## src/hdl/llpc_ram.sv

```systemverilog
module llpc_ram #(
    parameter int WIDTH = 8,
    parameter int DEPTH = 256
) (
    input  logic                                   clk,
    input  logic                                   we,
    input  logic [(DEPTH > 1 ? $clog2(DEPTH) : 1)-1:0] waddr,
    input  logic [WIDTH-1:0]                       wdata,
    input  logic [(DEPTH > 1 ? $clog2(DEPTH) : 1)-1:0] raddr,
    output logic [WIDTH-1:0]                       rdata
);
    logic [WIDTH-1:0] mem [DEPTH];

    always_ff @(posedge clk)
    begin
        if (we)
        begin
            mem[waddr] <= wdata;
        end
        rdata <= mem[raddr];
    end
endmodule

```

## config.mk

```make
export PLATFORM = sky130hd
export DESIGN_NAME = llpc_ram
export DESIGN_NICKNAME = d
export VERILOG_FILES = /design/src/hdl/llpc_ram.sv
export SDC_FILE = /design/constraint.sdc
export NUM_CORES = 2
export LEC_CHECK = 0
export BUFFER_PORTS_ARGS = -buffer_cell sky130_fd_sc_hd__buf_2
export CAP_MARGIN = 20
export CORE_ASPECT_RATIO = 1.1
export CORE_MARGIN = 5
export CORE_UTILIZATION = 30
export DETAILED_ROUTE_END_ITERATION = 6
export PLACE_DENSITY = 0.46
export SLEW_MARGIN = 20
export SYNTH_ARGS = -nofsm -noshare
export SYNTH_HDL_FRONTEND = slang
export SYNTH_SLANG_ARGS = --single-unit
```

## constraint.sdc

```tcl
create_clock -name clk -period 2.8 [get_ports clk]
set_input_delay 0.14 -clock clk [delete_from_list [all_inputs] [get_ports clk]]
set_output_delay 0.14 -clock clk [all_outputs]
set_load 0.01 [all_outputs]
```

### Word-level counts from Yosys, hierarchy flattened

Memory sizes are Yosys's and may differ from the RTL's. A register that Yosys moved wholly into a read port is not among the register bits.
Cells that the tools add are included.

| operators by class | value |
|---|---|
| mux-type cells | 2 |

Operators with widths:

| operator | number |
|---|---|
| 1-bit 2-to-1 mux | 2 |

| word-level totals | value |
|---|---|
| register bits after elaboration | 0 |
| memory bits (writable) | 2048 |
| output and inout port bits | 8 |
| word-level logic and storage cells | 3 |
| memories kept | 1 |

Memory list:

| name | depth | width | rd ports | clocked after memory_dff | wr ports | RTL line | RTL |
|---|---|---|---|---|---|---|---|
| mem | 256 | 8 | 1 | 1 | 1 | 12 | `logic [WIDTH-1:0] mem [DEPTH];` |

### Logic depth before layout (Yosys ltp)

| logic depth | value |
|---|---|
| word-level depth | 2 |
| gate-level depth with buffers | 11 |
| mapped depth without buffers | 6 |

### Worst setup path after synthesis

Ideal clock, no wire load.

| timing path | value |
|---|---|
| path kind | input to register |
| from | input port raddr[0] in the netlist's numbering |
| to | register rdata[2], read port of mem |
| arrival | 1.947 ns |
| data required time | 2.669 ns |
| slack | 0.722 ns |
| stages | 9 |
| buffers on the path | 4 |
| cell sequence | buf_6 buf_12 buf_8 buf_2 mux4_2 a22oi_1 a21oi_1 nor4_1 nor4_2 |

RTL lines:

| what | RTL line | RTL |
|---|---|---|
| from (decl) | 9 | `input logic [(DEPTH > 1 ? $clog2(DEPTH) : 1)-1:0] raddr,` |
| to (decl) | 10 | `output logic [WIDTH-1:0] rdata` |

==> summary.txt <==
Logic synthesis
  • Async S/R FF share, synth: 0%
  • Synth top area share: 77.3%
  • Area leader, netlist: edfxtp_1
  • Synth Flop Type: edfxtp_1
  • Count leader, synth: edfxtp_1
  • Syn_nets: 3759
  • Syn Area/Cell: 21.3 sq um
  • EDFF count, synth: 2048
  • Cell count after synthesis: 3733
  • Dominant cells by area after synthesis: edfxtp_1 (77%), mux4_2 (13%), mux2i_1 (1.7%)
  • #FFs+latches synth: 2056
  • Post-synth top cells: edfxtp_1 (2048), mux4_2 (454), nor2_1 (282)
  • Synthesized area: 0.0796 sq mm
  • Synthesis Warnings: 0
  • Unique cell type count in the Yosys netlist: 55
  • Share of the yosys chip area belonging to registers: 77.5%

Drt
  • Antenna-violating nets left: 0
  • DR vias: 39485
  • Via-to-Cell Ratio: 4.93
  • Post-route DRC violation count: 1
  • WL final: 223000 microns
  • First DRT Iteration DRCs: 3496
  • Pre-antenna DRT Iters: 7
  • Routed WL per cell: 27.8 microns

Place
  • HPWL after detailed placement: 146000 microns
  • Post-placement setup slack: -0.610 ns
  • I/O Buffers: 33
  • DP Cell Count: 7608
  • GPL Wtd Cong: 0.795

STA
  • Endpoints failing setup: 0
  • Slew HR: 30.5%
  • Skew final: 0.0499 ns
  • Final worst path period need: 2.64 ns
  • Count of final hold-check violations: 0
  • RSZ-0062 raised after global routing: false
  • Final Worst Setup Slack: 0.158 ns
  • Final Max Tran Viols: 0
  • Achievable Freq: 379 MHz
  • Worst Tran Pin Value: 1.04 ns
  • Final period utilization: 94.3%

Global route
  • Vias in the first global route: 41366
  • Initial antenna violation count: 13
  • Tot GR Track Use: 16.0%
  • First-pass GRT wire length: 318000 microns
  • GR Overflow Total: 0
  • Largest net degree at the start of global routing: 124

Worst setup path
  • Critical path's top delay family: simple AND/OR/NAND/NOR gates
  • Worst R2R Setup Slack: 0.16 ns
  • Kind of critical path: flop to flop
  • Crit start category: flop
  • Crit-path max cell delay: 0.85 ns
  • Worst R2R Path Depth: 5
  • Worst path cell trace: mux4_2 > o311ai_0 > o22ai_1 > nor4_2 > nor4_2
  • Crit path buffers/inverters: 0
  • Crit Path Max Fanout: 2
  • CP most frequent cell: nor4_2
  • Critical R2R Capture: rdata[6]
  • Critical-path top delay cell: nor4_2
  • Arrival @ worst endpoint: 3.33 ns
  • Crit end category: flop
  • Reg-to-Reg Start: mem[235][6]
  • WP data required: 3.49 ns

Power and ir drop
  • Leak Pwr: 29.9 nW
  • Max VDD drop: 546 uV
  • Power Total: 64.4 mW
  • Power Density: 679 mW/mm^2

Floorplan
  • I/O Pins: 34
  • Starting Density: 30.1%
  • Total Die Area: 0.276 sq mm
  • Die Height: 550 microns
  • Core ar.: 0.264 sq mm
  • Die width: 501 microns
  • Rows: 198

CTS
  • CTS Buf Count: 205
  • CTS sink cnt: 2056
  • Buffer levels on the longest clock path: 3
  • Worst-Skew Late Latency: 0.86 ns
  • CTS root buf: clkbuf_16
  • Worst-path clk slew: 0.06 ns
  • TritonCTS clock tree: built
  • Post-CTS setup repair buffer count: 0
  • CTS H-Tree Depth: 4

Run status
  • Violations in the final reports: design-rule violations
  • Status: complete, but fails checks

Finish
  • Final cell count without fillers: 8006
  • Area grow syn2layout: 19.1%
  • Area of the multi-input gates: 0.0165 sq mm
  • Register cell area after layout: 0.0617 sq mm
  • Final Net Count: 4359
  • Fill count: 24311
  • Share of layout cells above drive strength 1: 30.5%

Worst hold path
  • WHS Endpoint: mem[255][2]
  • Worst hold path cell count: 4
  • Hold Startpoint: waddr[7]
  • Hold Path Class: primary input to flop

Run
  • Max Cap Viol: 0
-- worst max path at each step --
| stage | startpoint | endpoint | slack, ns | depth (start not counted) |
|---|---|---|---|---|
| floorplan | raddr[0] | rdata[2] | 0.72 | 9 |
| global placement | raddr[0] | rdata[1] | -0.67 | 10 |
| detailed placement | raddr[0] | rdata[0] | -0.61 | 10 |
| CTS | mem[50][4] | rdata[4] | 0.09 | 5 |
| global route | mem[139][0] | rdata[0] | 0.11 | 6 |
| finish | mem[235][6] | rdata[6] | 0.16 | 5 |
-- cell families (layout without fill, tap and decap cells) --
kind of cell / count (synthesis) / after routing / share of synthesized area, %
other: 0 / 9 / 0
AOI/OAI and AO/OA: 385 / 385 / 3.42
and+or+nand+nor: 466 / 466 / 2.63
muxes: 591 / 591 / 14.6
DFF: 2056 / 2056 / 77.5
buffers and inverters: 235 / 999 / 1.83
-- worst min-delay path: cells and delay by family --
family,cells,cell delay (ns)
buffers and inverters,2,0.42
and+or+nand+nor,2,0.20
-- area by class of cell --
| class | count | area share (%) |
|---|---|---|
| antenna | 9 | 0.0238 |
| inverter | 2 | 0.00792 |
| sequential | 2056 | 65.1 |
| clock buffer | 250 | 5.59 |
| clock inverter | 121 | 1.26 |
| tap | 3500 | 4.62 |
| timing repair buffer | 626 | 5.96 |
| multi-input combinational | 1442 | 17.5 |
-- state kept, by name, indices dropped and copies added, names as in the netlist --
register / count
mem: 2048
rdata: 8
-- layout by cell type (no fill, tap or decap), drive strengths merged, types with 10 or more instances in the layout --
| cell | instances |
|---|---|
| edfxtp | 2048 |
| buf | 608 |
| mux4 | 456 |
| nor2 | 282 |
| clkbuf | 250 |
| mux2i | 134 |
| a22oi | 133 |
| a21oi | 96 |
| clkinv | 93 |
| o221ai | 47 |
| nand3 | 34 |
| nand2 | 33 |
| nor2b | 31 |
| o22ai | 28 |
| nor4 | 27 |
| nor3 | 22 |
| dlygate4sd3 | 18 |
| a211oi | 16 |
| bufinv | 15 |
| a221oi | 14 |
| o21ai | 12 |
| nand4 | 10 |
| o211ai | 10 |
| inv | 10 |
-- per-layer routing --
layer | wire length [microns] | vias up | GRT usage (%) | share of wire (%)
li1 | - | 16907 | - | -
met1 | 95600 | 21363 | 21.6 | 43
met2 | 112000 | 926 | 27.6 | 50
met3 | 9100 | 289 | 2.01 | 4.1
met4 | 5540 | 0 | 4.22 | 2.5
met5 | 0 | - | 0 | 0
-- power by group --
| part | total, mW | switching (mW) | internal, mW |
|---|---|---|---|
| clock network | 26.8 | 11.9 | 14.9 |
| registers | 34.0 | 0.0820 | 33.9 |
| logic | 3.51 | 2.16 | 1.35 |
| total | 64.4 | 14.2 | 50.2 |
-- per-stage QoR --
| stage | hold WS (ns) | area (sq um) | TNS [ns] | utilization, % |
|---|---|---|---|---|
| floorplan | 0.239 | 79600 | 0 | - |
| global placement | 0.598 | 88000 | -3.42 | 33.3 |
| detailed placement | 0.609 | 88100 | -2.78 | 33.3 |
| CTS | 0.000677 | 94700 | 0 | 35.8 |
| global route | 0.0527 | 94700 | 0 | 35.8 |
| finish | 0.0757 | 94800 | 0 | 35.8 |
-- what timing repair did --
action	CTS	global route
gates resized for setup	0	0
hold buffers	18	0
hold endpoints to repair	1108	0
No activity file was read; power rests on OpenSTA's default activity.
